--- config.mk ---
export PLATFORM = sky130hd
export DESIGN_NAME = integer_to_radix_digits_core
export DESIGN_NICKNAME = d
export VERILOG_FILES = /design/src/rtl/itrd_pkg.sv /design/src/rtl/itrd_div.sv /design/src/rtl/itrd_dstk.sv /design/src/rtl/integer_to_radix_digits_core.sv
export VERILOG_INCLUDE_DIRS = /design/src /design/src/rtl
export SDC_FILE = /design/constraint.sdc
export NUM_CORES = 1
export LEC_CHECK = 0
export BUFFER_PORTS_ARGS = -buffer_cell sky130_fd_sc_hd__buf_2
export CORE_AREA = 2 2 104 126
export CTS_CLUSTER_DIAMETER = 150
export CTS_CLUSTER_SIZE = 8
export DETAILED_ROUTE_END_ITERATION = 10
export DIE_AREA = 0 0 106 128
export PLACE_DENSITY = 0.75
export SLEW_MARGIN = 20
export SYNTH_ARGS = -nofsm -noshare
export SYNTH_HDL_FRONTEND = slang
export SYNTH_SLANG_ARGS = --single-unit
--- constraint.sdc ---
create_clock -name clk -period 6 [get_ports clk]
set_input_delay 0.3 -clock clk [delete_from_list [all_inputs] [get_ports clk]]
set_output_delay 0.3 -clock clk [all_outputs]
set_load 0.005 [all_outputs]
--- src/rtl/assert_macros.svh ---
// Assertion macros used by the top-level RTL file
`ifndef ASSERT_MACROS_SVH
`define ASSERT_MACROS_SVH

`ifndef SYNTHESIS
// property must hold at every clock edge outside reset
`define ASSERT_ALWAYS(label, clk, rst, prop, msg) \
  label: assert property (@(posedge clk) disable iff (rst) (prop)) else $error(msg);
// expression must never be true outside reset
`define ASSERT_NEVER(label, clk, rst, expr, msg) \
  label: assert property (@(posedge clk) disable iff (rst) !(expr)) else $error(msg);
`else
`define ASSERT_ALWAYS(label, clk, rst, prop, msg)
`define ASSERT_NEVER(label, clk, rst, expr, msg)
`endif

`endif

--- src/rtl/itrd_pkg.sv ---
// Shared constants, types and helper functions for the radix digit converter
`default_nettype none

package itrd_pkg;

  localparam int VALUE_W    = 63;
  localparam int BASE_W     = 5;
  localparam int DIGIT_W    = 4;
  localparam int CHAR_W     = 8;
  localparam int MAX_DIGITS = 10;

  localparam int CNT_W = $clog2(VALUE_W);
  localparam int SP_W  = $clog2(MAX_DIGITS + 1);
  localparam int IDX_W = (MAX_DIGITS > 1) ? $clog2(MAX_DIGITS) : 1;

  localparam logic [BASE_W-1:0] BASE_RESET = BASE_W'(10);
  localparam logic [BASE_W-1:0] BASE_MIN   = BASE_W'(2);
  localparam logic [BASE_W-1:0] BASE_MAX   = BASE_W'(16);

  localparam logic [CHAR_W-1:0] ASCII_ZERO  = CHAR_W'(48);
  localparam logic [CHAR_W-1:0] ASCII_ALPHA = CHAR_W'(55);
  localparam logic [DIGIT_W-1:0] DEC_MAX    = DIGIT_W'(9);

  // digit stack control
  typedef struct packed {
    logic clear;
    logic push;
    logic pop;
  } stk_ctl_t;

  // clamp the radix register to 2..16
  function automatic logic [BASE_W-1:0] eff_base(input logic [BASE_W-1:0] b);
    logic [BASE_W-1:0] r;
    r = b;
    if (b < BASE_MIN) r = BASE_MIN;
    if (b > BASE_MAX) r = BASE_MAX;
    return r;
  endfunction

  // digit value to '0'-'9' / 'A'-'F'
  function automatic logic [CHAR_W-1:0] ascii_of(input logic [DIGIT_W-1:0] d);
    logic [CHAR_W-1:0] c;
    if (d <= DEC_MAX) c = CHAR_W'(d) + ASCII_ZERO;
    else              c = CHAR_W'(d) + ASCII_ALPHA;
    return c;
  endfunction

endpackage

`default_nettype wire

--- src/rtl/itrd_div.sv ---
// Bit-serial restoring divider: one quotient bit per cycle, narrow remainder
`default_nettype none

module itrd_div (
  input  wire logic                              clk,
  input  wire logic                              rst,
  input  wire logic                              start,
  input  wire logic [itrd_pkg::VALUE_W-1:0]      dividend,
  input  wire logic [itrd_pkg::BASE_W-1:0]       divisor,
  output logic                                   done,
  output logic [itrd_pkg::VALUE_W-1:0]           quot,
  output logic [itrd_pkg::DIGIT_W-1:0]           rem
);

  logic                             busy;
  logic [itrd_pkg::CNT_W-1:0]       cnt;
  logic [itrd_pkg::VALUE_W-1:0]     q;
  logic [itrd_pkg::DIGIT_W-1:0]     r;

  logic [itrd_pkg::DIGIT_W:0]       trial;
  logic [itrd_pkg::DIGIT_W:0]       diff;
  logic                             ge;

  // shift next dividend bit into the partial remainder, subtract if it fits
  assign trial = {r, q[itrd_pkg::VALUE_W-1]};
  assign ge    = (trial >= (itrd_pkg::DIGIT_W+1)'(divisor));
  assign diff  = trial - (itrd_pkg::DIGIT_W+1)'(divisor);

  always_ff @(posedge clk) begin
    if (rst) begin
      busy <= 1'b0;
      done <= 1'b0;
      cnt  <= '0;
    end else begin
      done <= 1'b0;
      if (start) begin
        busy <= 1'b1;
        cnt  <= itrd_pkg::CNT_W'(itrd_pkg::VALUE_W - 1);
      end else if (busy) begin
        if (cnt == '0) begin
          busy <= 1'b0;
          done <= 1'b1;
        end else begin
          cnt <= cnt - 1'b1;
        end
      end
    end
  end

  always_ff @(posedge clk) begin
    if (start) begin
      q <= dividend;
      r <= '0;
    end else if (busy) begin
      q <= {q[itrd_pkg::VALUE_W-2:0], ge};
      r <= ge ? diff[itrd_pkg::DIGIT_W-1:0] : trial[itrd_pkg::DIGIT_W-1:0];
    end
  end

  assign quot = q;
  assign rem  = r;

endmodule

`default_nettype wire

--- src/rtl/itrd_dstk.sv ---
// Digit stack: remainders pushed LSB first, popped MSB first as ASCII
`default_nettype none

module itrd_dstk (
  input  wire logic                              clk,
  input  wire logic                              rst,
  input  wire itrd_pkg::stk_ctl_t                ctl,
  input  wire logic [itrd_pkg::DIGIT_W-1:0]      digit,
  output logic [itrd_pkg::SP_W-1:0]              count,
  output logic [itrd_pkg::CHAR_W-1:0]            top_char
);

  logic [itrd_pkg::DIGIT_W-1:0] mem [itrd_pkg::MAX_DIGITS];
  logic [itrd_pkg::SP_W-1:0]    sp;
  logic [itrd_pkg::IDX_W-1:0]   wr_idx;
  logic [itrd_pkg::IDX_W-1:0]   rd_idx;

  assign wr_idx = itrd_pkg::IDX_W'(sp);
  assign rd_idx = itrd_pkg::IDX_W'(sp - 1'b1);

  always_ff @(posedge clk) begin
    if (rst) begin
      sp <= '0;
    end else if (ctl.clear) begin
      sp <= '0;
    end else if (ctl.push) begin
      sp <= sp + 1'b1;
    end else if (ctl.pop) begin
      sp <= sp - 1'b1;
    end
  end

  always_ff @(posedge clk) begin
    if (ctl.push) begin
      mem[wr_idx] <= digit;
    end
  end

  assign count    = sp;
  assign top_char = itrd_pkg::ascii_of(mem[rd_idx]);

endmodule

`default_nettype wire

--- src/rtl/integer_to_radix_digits_core.sv ---
// Top level: integer to ASCII digit string in a configurable radix
//
//  channel | signals                           | direction | notes
//  --------+-----------------------------------+-----------+---------------------------
//  cfg     | cfg_valid, cfg_ready, dest_base   | in        | radix, reset 10, clamp 2..16
//  in      | in_valid, in_ready, value         | in        | 63-bit unsigned item
//  out     | out_valid, out_ready, digit_char, | out       | one item per digit, MSB first
//          | last, too_large                   |           |
//
//  Each digit is one pass of the bit-serial divider, after which its remainder is
//  pushed onto the digit stack. An item has at most 10 digits, which are then
//  unloaded MSB first; the output can be stalled by out_ready.
//  Items go through the one divider in turn; a new item is taken only once the
//  previous one's final digit sits in the output register.
//  rst is synchronous, active high; radix returns to 10, output goes empty.
`default_nettype none
`include "assert_macros.svh"

module integer_to_radix_digits_core (
  input  wire logic                              clk,
  input  wire logic                              rst,

  input  wire logic                              cfg_valid,
  output logic                                   cfg_ready,
  input  wire logic [itrd_pkg::BASE_W-1:0]       dest_base,

  input  wire logic                              in_valid,
  output logic                                   in_ready,
  input  wire logic [itrd_pkg::VALUE_W-1:0]      value,

  output logic                                   out_valid,
  input  wire logic                              out_ready,
  output logic [itrd_pkg::CHAR_W-1:0]            digit_char,
  output logic                                   last,
  output logic                                   too_large
);

  localparam logic [1:0] ST_IDLE = 2'd0;  // waiting for an item
  localparam logic [1:0] ST_DIV  = 2'd1;  // dividing, one digit per pass
  localparam logic [1:0] ST_EMIT = 2'd2;  // unloading digits MSB first

  logic [1:0]                        state;
  logic                              ovf;     // too-large result pending
  logic [itrd_pkg::BASE_W-1:0]       radix;

  logic                              in_acc;
  logic                              div_start;
  logic                              div_done;
  logic [itrd_pkg::VALUE_W-1:0]      div_value;
  logic [itrd_pkg::VALUE_W-1:0]      div_quot;
  logic [itrd_pkg::DIGIT_W-1:0]      div_rem;

  itrd_pkg::stk_ctl_t                stk_ctl;
  logic [itrd_pkg::SP_W-1:0]         stk_count;
  logic [itrd_pkg::CHAR_W-1:0]       stk_char;

  logic                              step_done;
  logic                              quot_zero;
  logic                              stk_full_next;
  logic                              last_dig;
  logic                              emit_load;

  // Radix register: config writes must only arrive while idle; the block itself does not enforce this
  assign cfg_ready = 1'b1;

  always_ff @(posedge clk) begin
    if (rst) begin
      radix <= itrd_pkg::BASE_RESET;
    end else if (cfg_valid) begin
      radix <= dest_base;
    end
  end

  assign in_ready = (state == ST_IDLE);
  assign in_acc   = in_valid & in_ready;

  // A digit pass ends; the quotient feeds the next pass unless it is zero or the stack is full.
  // Ten digits with a non-zero quotient left means value >= radix^10.
  assign step_done     = (state == ST_DIV) & div_done;
  assign quot_zero     = (div_quot == '0);
  assign stk_full_next = (stk_count == itrd_pkg::SP_W'(itrd_pkg::MAX_DIGITS - 1));

  assign div_start = in_acc | (step_done & ~quot_zero & ~stk_full_next);
  assign div_value = in_acc ? value : div_quot;

  itrd_div u_div (
    .clk      (clk),
    .rst      (rst),
    .start    (div_start),
    .dividend (div_value),
    .divisor  (itrd_pkg::eff_base(radix)),
    .done     (div_done),
    .quot     (div_quot),
    .rem      (div_rem)
  );

  // While emitting, the output register loads whenever it is empty or being drained
  assign emit_load = (state == ST_EMIT) & (~out_valid | out_ready);
  assign last_dig  = (stk_count == itrd_pkg::SP_W'(1));

  assign stk_ctl.push  = step_done;
  assign stk_ctl.clear = step_done & ~quot_zero & stk_full_next;
  assign stk_ctl.pop   = emit_load & ~ovf;

  itrd_dstk u_dstk (
    .clk      (clk),
    .rst      (rst),
    .ctl      (stk_ctl),
    .digit    (div_rem),
    .count    (stk_count),
    .top_char (stk_char)
  );

  always_ff @(posedge clk) begin
    if (rst) begin
      state <= ST_IDLE;
      ovf   <= 1'b0;
    end else begin
      unique case (state)
        ST_IDLE: begin
          if (in_acc) state <= ST_DIV;
        end
        ST_DIV: begin
          if (step_done) begin
            if (quot_zero) begin
              state <= ST_EMIT;
            end else if (stk_full_next) begin
              ovf   <= 1'b1;
              state <= ST_EMIT;
            end
          end
        end
        ST_EMIT: begin
          if (emit_load) begin
            if (ovf) begin
              ovf   <= 1'b0;
              state <= ST_IDLE;
            end else if (last_dig) begin
              state <= ST_IDLE;
            end
          end
        end
        default: begin
          state <= ST_IDLE;
          ovf   <= 1'b0;
        end
      endcase
    end
  end

  always_ff @(posedge clk) begin
    if (rst) begin
      out_valid <= 1'b0;
    end else if (emit_load) begin
      out_valid <= 1'b1;
    end else if (out_ready) begin
      out_valid <= 1'b0;
    end
  end

  // Loads stack top, last on final digit; too-large item: zero byte, last and flag set
  always_ff @(posedge clk) begin
    if (emit_load) begin
      digit_char <= ovf ? '0 : stk_char;
      last       <= ovf | last_dig;
      too_large  <= ovf;
    end
  end

  // The stack drains completely before the next item is taken
  `ASSERT_ALWAYS(a_idle_stack_empty, clk, rst, (state == ST_IDLE) |-> (stk_count == '0), "stack not empty while idle")
  // Divider completions only arrive while dividing
  `ASSERT_ALWAYS(a_done_in_div, clk, rst, div_done |-> (state == ST_DIV), "divider done outside divide state")
  // Never more digits than the stack depth MAX_DIGITS allows
  `ASSERT_NEVER(a_stack_bound, clk, rst, stk_count > itrd_pkg::SP_W'(itrd_pkg::MAX_DIGITS), "digit stack overflow")

endmodule

`default_nettype wire
==> impl_results.md, run 1 <==
* Design area at 7445 um2
* Resized cells post-CTS at 0
* Top FF cell, synth: edfxtp_1
* GR Util All Layers at 19.03%
* Drt pass-1 iters at 4
* Commonest cells after routing, fill and taps aside: edfxtp_1 (112), buf_2 (83), mux2_2 (59)
* Clock Skews at 12.56 ps
* Die Y at 128 um
* Vias at 3,850
* R2r worst-path depth at 11
* DRC violations left at 0
* Hold Buf Count CTS at 0
* Outcome: finished, final reports clean
* IR drop worst, VDD at 189.4 uV
* Setup_tns at 0 ps
* Leakage at 2.787 nW
* Vias per cell at 5.508
* Fin crit period at 3791 ps
* Rows at 45
* H-Tree Depth at 4
* Syn avg cell area at 14.51 um2
* Setup Buffers After CTS at 0
* Relative slew slack at 34.64%
* Slew @ Worst Pin at 979.1 ps
* Iter 0 DRT Violations at 118
* Mapped Cells at 436
* CTS sink count at 137
* Max-slew violations at 0
* Full die area at 13,570 um2
* Max stage delay on crit path at between 900 and 1000 ps
* Count of state elements after synthesis at ~140
* GP Congestion at 0.7987
* Antenna violations before repair at 1
* I/O pin count at 86
* PwrDens at 331.9 nW/um2
* WL per Instance at 17.25 um
* # diodes at 0
* Gr ovfl total at 0
* CP endpoint kind: flip-flop
* # setup viols final at 0
* RSZ-0062 raised after global routing: no
* Async S/R FF share, synth at 0%
* EDFF count, synth at around 110
* Critical-path top delay cell: dfxtp_1
* Clk buf depth at 2
* Drt total wl at between 10,000 and 15,000 um
* Clk slew on worst S/H paths at approximately 60 ps
* Register area share after synthesis at 61.06%
* Placed cell area at approximately 6800 um2
* Post-synthesis cell area at approximately 6300 um2
* Clk root buf: clkbuf_16
* Clk_lat worst skew at roughly 420 ps
* Startpoint types: flip-flop
* Hold depth at 3
* Cts bufs inserted at 17
* Syn-to-layout area delta at 17.66%
* Final ANT Viol Nets at 0
* Final hold vios at 0
* Worst path arrival time at 4070 ps
* Port buffer count at 83
* Vias in the first global route at 3,938
* Unique masters post-synth at 48
* Fin crit share at between 60 and 70%
* Core Box Area at 12,440 um2
* Crit Path Max Fanout at 22
* Overall die width at 106 um
* Post-DP HPWL at 8721 um
* Max Clock Freq at 263.8 MHz
* Critical Path RT at about 6300 ps
* Pin count of the biggest net entering global routing at between 70 and 80
* First-pass GRT wire length at 19,400 um
* Initial core utilization at 50.85%
* Nets at 610
* CP cell instances: inv_1, ha_1, mux4_2, mux2i_1, nand2_1, o21ai_0, ha_1, nor2_1, o21ai_1, mux2_2, nor2_1
* Layout cell share with drive strength beyond 1 at approximately 37%
* Type of the tightest min-delay check: in -> reg
* CP Class: reg -> reg
* Synth Net Count at 524
* CTS tree: yes
* Total of max-cap violations at 0
* Syn. warnings at 0
* Commonest non-fill, non-tap cell in the layout: edfxtp_1
[state kept, by name, indices dropped and copies added, names as in the netlist]
signal and cells:
radix 5, u_dstk.mem 40, u_div.cnt 6, last 1, u_div.busy 1, out_valid 1, u_div.rem 4, u_dstk.count 4
u_div.done 1, too_large 1, ovf 1, digit_char 7, state 2, u_div.quot 63
[routing by layer]
layer / global-route usage (%) / vias up / wire (um)
met5: 0 / - / 13
met2: 33.17 / 113 / 6301
met3: 6.965 / 28 / 853
met4: 9.443 / 2 / 307
met1: 20.35 / 1859 / 4585
li1: - / 1848 / -
[area by class of cell]
type / instances / area, um2
sequential: 137 / 3864
timing repair buffer: 86 / 457.9
fill: 984 / 4999
clock buffer: 18 / 439.2
clock inverter: 14 / 150.1
inverter: 10 / 37.54
tap: 164 / 205.2
multi-input combinational: 270 / 2291
[final timing paths]
kind | from | end | slack (ps)
worst max-delay path | u_dstk.count[0]$_SDFFE_PP0P_ | digit_char[1]$_SDFFCE_PP0P_ | 2210
worst max register to register | u_dstk.count[0]$_SDFFE_PP0P_ | digit_char[1]$_SDFFCE_PP0P_ | 2210
worst min register to register | radix[4]$_SDFFE_PP0P_ | radix[4]$_SDFFE_PP0P_ | 500
worst min-delay path | dest_base[4] | radix[4]$_SDFFE_PP0P_ | 120
[logic make-up (layout without fill, tap and decap cells)]
logic type / Yosys count / in the layout / synth area share (%)
flops: 137 / 137 / 61.06
simple gates: 106 / 106 / 9.215
mux: 84 / 84 / 16.51
compound gates: 52 / 52 / 5.280
buf+inv: 29 / 128 / 2.907
fa+ha+maj: 15 / 15 / 3.085
xor+xnor: 11 / 11 / 1.819
other cells: 2 / 2 / 0.1187
[stage by stage]
stage | hold slack (ps) | utilization [%] | setup slack, ps | power (mW) | std cells
after floorplan | 398.6 | - | 1314 | 1.392 | 436
after global placement | 480.8 | 54.87 | 2410 | 1.454 | 666
after detailed placement | 498.1 | 54.87 | 2175 | 1.467 | 666
after CTS | 109.8 | 59.61 | 2161 | 2.486 | 698
after global routing | 120.5 | 59.83 | 1864 | 2.568 | 699
final | 122.4 | 59.83 | 2209 | 2.471 | 699
[cell usage after synthesis (all sizes together), types with 3 or more instances]
cell type	count	share of area (%)
nand2	13	0.77
a21o	4	0.47
mux2i	11	1.7
nor4	19	2.1
ha	14	2.8
and2	10	0.99
o21ai	10	0.79
or3	4	0.47
a21oi	20	1.6
buf	13	1.9
dfxtp	25	7.9
nand3	3	0.24
clkbuf	6	0.38
nor2	22	1.3
edfxtp	112	53
inv	10	0.59
a31oi	3	0.30
xor2	5	0.99
nor3	15	1.2
nand2b	4	0.40
mux2	65	12
mux4	8	2.8
xnor2	6	0.83
nor2b	7	0.69
a211oi	5	0.59
nand4	4	0.40
[power by group]
part	switching [mW]	internal, mW
clock network	0.397	0.623
logic	0.109	0.132
registers	0.0654	1.14
[worst max-delay path, delay by kind of cell (launching register included)]
kind,cells,cell delay (ps)
buffers and inverters,1,230
flip-flops,1,960
AO/OA/AOI/OAI,2,450
multiplexers,3,950
adder cells (fa/ha/maj),2,820
AND/OR/NAND/NOR,3,230
No activity file was read; power rests on OpenSTA's default activity.
==> inputs of run 2 (changes only) <==
--- a/config.mk
+++ b/config.mk
@@ -6,12 +6,13 @@
 export SDC_FILE = /design/constraint.sdc
 export NUM_CORES = 1
 export LEC_CHECK = 0
+export ABC_AREA = 1
 export BUFFER_PORTS_ARGS = -buffer_cell sky130_fd_sc_hd__buf_2
-export CORE_AREA = 2 2 104 126
+export CORE_AREA = 2 2 107 130
 export CTS_CLUSTER_DIAMETER = 150
 export CTS_CLUSTER_SIZE = 8
 export DETAILED_ROUTE_END_ITERATION = 10
-export DIE_AREA = 0 0 106 128
+export DIE_AREA = 0 0 109 132
 export PLACE_DENSITY = 0.75
 export SLEW_MARGIN = 20
 export SYNTH_ARGS = -nofsm -noshare
==> constraint.sdc (replaced) <==
create_clock -name clk -period 3.1 [get_ports clk]
set_input_delay 0.155 -clock clk [delete_from_list [all_inputs] [get_ports clk]]
set_output_delay 0.155 -clock clk [all_outputs]
set_load 0.005 [all_outputs]
==> impl_results.md, run 2 <==
* Outcome: finished, final reports clean
* # fillers at 1,104 (+12%)
* First-pass GRT wire length at 23,820 um (+23%)
* Max-slew violations at 0 (unchanged)
* Clk buf depth at 2 (unchanged)
* IR drop worst, VDD at 502.6 uV (+170%)
* Leakage at 3.522 nW (+26%)
* Clk slew on worst S/H paths at 60 ps (about the same)
* Post-synth top area cell: edfxtp_1
* Fin crit share at 89.53% (+26 points)
* Commonest cells after routing, fill and taps aside: nand2_1 (208), edfxtp_1 (112), inv_1 (97)
* Vias per cell at 5.148 (-6.5%)
* Drt pass-1 iters at 5 (+1)
* Gr ovfl total at 0 (unchanged)
* Setup Buffers After CTS at 0 (unchanged)
* Startpoint types: flip-flop
* Slew @ Worst Pin at 715.9 ps (-263.1 ps)
* H-Tree Depth at 4 (unchanged)
* Antenna violations before repair at 0 (-1)
* Relative slew slack at 51.90% (+17 points)
* WL per Instance at 13.76 um (-20%)
* CTS tree: yes
* Total of max-cap violations at 0 (unchanged)
* Die Y at 132 um (+3.1%)
* Register area share after synthesis at 57.57% (-3.5 points)
* Overall die width at 109 um (+2.8%)
* Layout cell share with drive strength beyond 1 at 15.99% (-21 points)
* Critical-path top delay cell: ha_1
* Setup_tns at 0 ps (unchanged)
* Clk_lat worst skew at 410 ps (about the same)
* Max stage delay on crit path at 440 ps (-520 ps)
* Most numerous cell in the Yosys netlist: nand2_1
* DRC violations left at 0 (unchanged)
* Vias in the first global route at 5,392 (+37%)
* GR Util All Layers at 20.96% (+1.9 points)
* Syn avg cell area at 8.961 um2 (-38%)
* Post-synth top area share at 50.11% (-3.0 points)
* Nets at 938 (+54%)
* Vias at 5,313 (+38%)
* Commonest non-fill, non-tap cell in the layout: nand2_1
* # setup viols final at 0 (unchanged)
* Synth top area cells: edfxtp_1 (50%), nand2_1 (12%), dfxtp_1 (7.5%), nand3_1 (6.6%), inv_1 (5.4%)
* Worst path arrival time at 2940 ps (-1130 ps)
* EDFF count, synth at 112 (unchanged)
* Cts bufs inserted at 17 (unchanged)
* Clock Skews at 8.028 ps (-4.528 ps)
* Type of the tightest min-delay check: in -> reg
* Top cell by count, worst path: nand3_1
* CTS sink count at 137 (unchanged)
* Mapped Cells at 749 (+72%)
* Drt total wl at 14,200 um (+18%)
* Final ANT Viol Nets at 0 (unchanged)
* Syn. warnings at 0 (unchanged)
* Fin crit period at 2776 ps (-1015 ps)
* Resized cells post-CTS at 0 (unchanged)
* PwrDens at 928.2 nW/um2 (+180%)
* CP Class: reg -> reg
* Count of state elements after synthesis at 137 (unchanged)
* Core Box Area at 13,070 um2 (+5.0%)
* Critical Path RT at 3260 ps (-3010 ps)
* Crit path max-delay family: simple AND/OR/NAND/NOR gates
* Finished Core Util at 61.07% (+1.2 points)
* Iter 0 DRT Violations at 321 (+170%)
* Rows at 46 (+2.2%)
* Initial core utilization at 51.37% (+0.52 points)
* Max FFs per register at 63 (unchanged)
* Full die area at 14,390 um2 (+6.0%)
* Crit Path Max Fanout at 11 (-50%)
* RSZ-0062 raised after global routing: no
* Max Clock Freq at 360.3 MHz (+37%)
* GP Congestion at 0.8694 (+8.9%)
* CP cell instances: inv_1, ha_1, inv_1, nand3_1, nand3_1, nand3_1, nand2_1, inv_1, ha_1, or2_2, nand3_1, nand2_1, nand2_1, a21oi_1
* I/O pin count at 86 (unchanged)
* Clk root buf: clkbuf_16
* Port buffer count at 83 (unchanged)
* Post-DP HPWL at 9406 um (+7.9%)
* Unique masters post-synth at 31 (-35%)
* Syn-to-layout area delta at 18.89%
* CP endpoint kind: flip-flop
* Top FF cell, synth: edfxtp_1
* Final hold vios at 0 (unchanged)
* Crit path buffers/inverters at 3 (+2)
* Post-synthesis cell area at 6711 um2 (+6.1%)
* Pin count of the biggest net entering global routing at 64 (-11%)
* Pwr Total at 7.406 mW (+200%)
* Async S/R FF share, synth at 0% (unchanged)
* Synth Net Count at 837 (+60%)
* Synth top cells by count: nand2_1 (208), edfxtp_1 (112), inv_1 (97)
run 2: changes by cell type after synthesis, sizes merged, moves of 7 or more:
cell	delta
mux4	-8
nor2	+42
o21ai	+42
nand2	+198
mux2	-65
inv	+90
mux2i	-11
nor2b	-7
nand3	+86
and2	-10
nor4	-19
run 2: worst paths after layout:
path                                              startpoint                          end  slack (ps)  cells after the start
worst max register to register  u_dstk.count[1]$_SDFFE_PP0P_  digit_char[3]$_SDFFCE_PP0P_         320                     14
worst max-delay path            u_dstk.count[1]$_SDFFE_PP0P_  digit_char[3]$_SDFFCE_PP0P_         320                     14
worst min-delay path                               value[41]     u_div.quot[41]$_DFFE_PP_           8                      3
worst min register to register         radix[0]$_SDFFE_PP0P_        radix[0]$_SDFFE_PP0P_         510                      2
run 2: layout make-up:
cell class	instances	area, um2	share of cell area [%]
flip-flops and latches	137	3864	48.42
multi-input cells	484	2317	29.04
diodes	1	2.502	0.03136
repair buffers	110	673.1	8.437
clock buffers	18	429.2	5.379
well taps	168	210.2	2.634
inverters	100	375.4	4.704
clock inverters	14	107.6	1.349
run 2: power breakdown:
group	switching (mW)	total [mW]	leakage [nW]	internal [mW]
sequential	0.285	3.14	1.28	2.85
clock	0.756	1.84	0.252	1.09
combinational	1.59	2.43	1.99	0.841
total	2.63	7.41	3.52	4.78
run 2: per-stage QoR:
stage / worst slack [ps] / cells / area (um2) / hold slack (ps)
floorplan: 401.5 / 749 / 6723 / 224.1
global placement: 449.3 / 982 / 7269 / 372.1
detailed placement: 355.3 / 982 / 7269 / 377.7
CTS: 336.9 / 1031 / 7976 / 1.509
global route: 92.82 / 1031 / 7976 / 1.645
finish: 324.4 / 1032 / 7979 / 7.791
run 2: per-layer routing:
metal  up-vias  part of all wire, %  track usage (%)  wire length [um]
li1       2654                    -                -                 -
met1      2461                   41            25.26              5805
met2       170                   52            36.23              7405
met3        28                  4.9            4.053               693
met4         0                  2.1            8.618               293
met5         -                    0                0                 0
run 2: tightest hold or removal path, delay by kind of cell:
kind | cells | cell delay, ps
buffers and inverters | 1 | 80
and+or+nand+nor | 2 | 80
run 2: timing repair:
item	in CTS	in global routing
hold endpoints to repair	18	0
endpoints found under the setup margin	0	0
hold buffers	17	0
run 2: kinds of logic (layout without fill, tap and decap cells):
group | Yosys count | count (layout) | synth area share (%)
other cells | 2 | 3 | 0.1119
xor+xnor | 5 | 5 | 0.6526
buf+inv | 128 | 242 | 8.072
compound gates | 73 | 73 | 5.947
fa+ha+maj | 15 | 15 | 2.908
simple gates | 389 | 389 | 24.74
flops | 137 | 137 | 57.57
==> inputs of run 3 (changes only) <==
--- a/config.mk
+++ b/config.mk
@@ -8,12 +8,11 @@
 export LEC_CHECK = 0
 export ABC_AREA = 1
 export BUFFER_PORTS_ARGS = -buffer_cell sky130_fd_sc_hd__buf_2
-export CORE_AREA = 2 2 107 130
+export CORE_AREA = 2 2 116 141
 export CTS_CLUSTER_DIAMETER = 150
 export CTS_CLUSTER_SIZE = 8
 export DETAILED_ROUTE_END_ITERATION = 10
-export DIE_AREA = 0 0 109 132
-export PLACE_DENSITY = 0.75
+export DIE_AREA = 0 0 118 143
 export SLEW_MARGIN = 20
 export SYNTH_ARGS = -nofsm -noshare
 export SYNTH_HDL_FRONTEND = slang
==> impl_results.md, run 3 (synthesis results as in run 2) <==
* Outcome: finished, final reports clean
* CTS tree: yes
* Slew @ Worst Pin at 672.2 ps (-43.70 ps)
* Drt pass-1 iters at 5 (unchanged)
* Max-slew violations at 0 (unchanged)
* First-pass GRT wire length at 24,450 um (+2.7%)
* Critical Path RT at 3280 ps (+20 ps)
* Antenna violations before repair at 0 (unchanged)
* Drt total wl at 14,510 um (+2.2%)
* DRC violations left at 0 (unchanged)
* Syn-to-layout area delta at 23.58%
* IR drop worst, VDD at 483.1 uV (-3.9%)
* Final ANT Viol Nets at 0 (unchanged)
* Cts bufs inserted at 17 (unchanged)
* Setup ws final at 324.0 ps (-0.4470 ps)
* Post-DP HPWL at 10,010 um (+6.4%)
* Overall die width at 118 um (+8.3%)
* Clk buf depth at 2 (unchanged)
* Clk root buf: clkbuf_16
* Vias at 5,336 (+0.43%)
* Gr ovfl total at 0 (unchanged)
* Design area at 8294 um2 (+4.0%)
* GP Congestion at 0.9257 (+6.5%)
* Fin crit period at 2776 ps (+0.4470 ps)
* CP Class: reg -> reg
* CP cell instances: inv_1, ha_1, inv_1, nand3_1, nand3_1, nand3_1, nand2_1, inv_1, ha_1, or2_2, nand3_1, nand2_1, nand2_1, a21oi_1
* Reg-to-reg slack, setup at 320 ps (about the same)
* Worst min-delay path startpoint: value[37]
* Commonest cells after routing, fill and taps aside: nand2_1 (208), edfxtp_1 (112), inv_1 (97)
* Die Y at 143 um (+8.3%)
* Initial core utilization at 43.43% (-7.9 points)
* Setup_tns at 0 ps (unchanged)
* # diodes at 0 (-1)
* Placed cell area at 7320 um2 (+0.69%)
* Hold depth at 3 (unchanged)
* Final hold vios at 0 (unchanged)
* Crit Path Max Fanout at 11 (unchanged)
* Hold EP: u_div.quot[37]$_DFFE_PP_
* Crit path buffers/inverters at 3 (unchanged)
* Rows at 50 (+8.7%)
* WL per Instance at 13.27 um (-3.5%)
* Setup WS pre-CTS at 365.5 ps (+10.14 ps)
* Vias in the first global route at 5,281 (-2.1%)
* R2r worst-path depth at 14 (unchanged)
* Type of the tightest min-delay check: in -> reg
* Clk slew on worst S/H paths at 60 ps (about the same)
* Nets at 960 (+2.3%)
* GR Util All Layers at 18.20% (-2.8 points)
* Full die area at 16,870 um2 (+17%)
* Min Hold Slack at 13.05 ps (+5.255 ps)
* RSZ-0062 raised after global routing: no
* Clock Skews at 8.244 ps (+0.2160 ps)
* Pin count of the biggest net entering global routing at 64 (unchanged)
* Max FFs per register at 63 (unchanged)
* Layout cell share with drive strength beyond 1 at 15.93% (-0.059 points)
* H-Tree Depth at 4 (unchanged)
* Max Clock Freq at 360.2 MHz (about the same)
* Startpoint types: flip-flop
* Fin crit share at 89.55% (about the same)
* Vias per cell at 4.882 (-5.2%)
* Worst path arrival time at 2950 ps (about the same)
* # setup viols final at 0 (unchanged)
* Pwr Total at 7.610 mW (+2.8%)
* Setup Buffers After CTS at 0 (unchanged)
* CP endpoint kind: flip-flop
* Leakage at 3.657 nW (+3.8%)
* Top cell by count, worst path: nand3_1
* Reg-to-Reg End: digit_char[3]$_SDFFCE_PP0P_
* CTS sink count at 137 (unchanged)
* Crit path max-delay family: simple AND/OR/NAND/NOR gates
* I/O pin count at 86 (unchanged)
* Commonest non-fill, non-tap cell in the layout: nand2_1
* Relative slew slack at 54.84% (+2.9 points)
* Iter 0 DRT Violations at 252 (-21%)
* PwrDens at 917.5 nW/um2 (-1.2%)
* Max stage delay on crit path at 440 ps (about the same)
* Total of max-cap violations at 0 (unchanged)
* R2r startpoint: u_dstk.count[1]$_SDFFE_PP0P_
* Clk_lat worst skew at 430 ps (+20 ps)
* Critical-path top delay cell: ha_1
* # fillers at 1,426 (+29%)
* Port buffer count at 83 (unchanged)
* Core Box Area at 15,450 um2 (+18%)
[run 3: cell types whose count changed in the layout (fill, tap and decap cells not counted), sizes merged]
cell         delta
bufinv          +2
diode           -1
inv             -1
clkinvlp        -4
dlygate4sd3    +22
clkbuf          -1
clkinv          +4
[run 3: how the worst max path moves through the flow]
stage	startpoint	end	slack, ps	depth (start not counted)
final	u_dstk.count[1]$_SDFFE_PP0P_	digit_char[3]$_SDFFCE_PP0P_	320	14
after global routing	u_dstk.count[1]$_SDFFE_PP0P_	digit_char[0]$_SDFFCE_PP0P_	70	14
after CTS	u_dstk.count[1]$_SDFFE_PP0P_	digit_char[3]$_SDFFCE_PP0P_	350	14
after detailed placement	u_dstk.count[1]$_SDFFE_PP0P_	digit_char[1]$_SDFFCE_PP0P_	370	14
after global placement	u_dstk.count[1]$_SDFFE_PP0P_	digit_char[3]$_SDFFCE_PP0P_	490	14
after floorplan	u_div.quot[51]$_DFFE_PP_	u_div.quot[0]$_DFFE_PP_	400	10
[run 3: through the flow]
stage	utilization [%]	instances
floorplan	-	749
global placement	47.37	1022
detailed placement	47.37	1022
CTS	53.68	1093
global route	53.68	1093
finish	53.68	1093
[run 3: final cells by class]
type                    instances  area [um2]  share of cell area, %
clock inverters                15       158.9                  1.916
multi-input cells             484        2317                  27.94
well taps                     208       260.3                  3.138
flip-flops and latches        137        3864                  46.58
inverters                     100       375.4                  4.526
clock buffers                  17       425.4                  5.129
repair buffers                132       893.4                  10.77
[run 3: report_power, final]
part           total (mW)  switching, mW  internal [mW]
registers            3.14          0.288           2.85
logic                2.46           1.60          0.861
clock network        2.01          0.758           1.25
[run 3: worst register-to-register path, stage by stage, from the launching register on]
cell	delay [ps]
dfxtp_1	400
inv_1	130
ha_1	440
inv_1	240
nand3_1	120
nand3_1	80
nand3_1	80
nand2_1	150
inv_1	60
ha_1	190
or2_2	270
nand3_1	100
nand2_1	90
nand2_1	100
a21oi_1	60
[run 3: repair_timing]
action                    CTS  global route
hold buffers               39             0
hold endpoints to repair   41             0
resized for setup           0             0
[run 3: routing by layer]
| metal | GRT usage (%) | wire length, um | vias to the layer above |
|---|---|---|---|
| li1 | - | - | 2704 |
| met5 | 0 | 0 | - |
| met4 | 7.166 | 236 | 0 |
| met1 | 22.20 | 6275 | 2454 |
| met2 | 31.12 | 7266 | 153 |
| met3 | 4.553 | 730 | 25 |
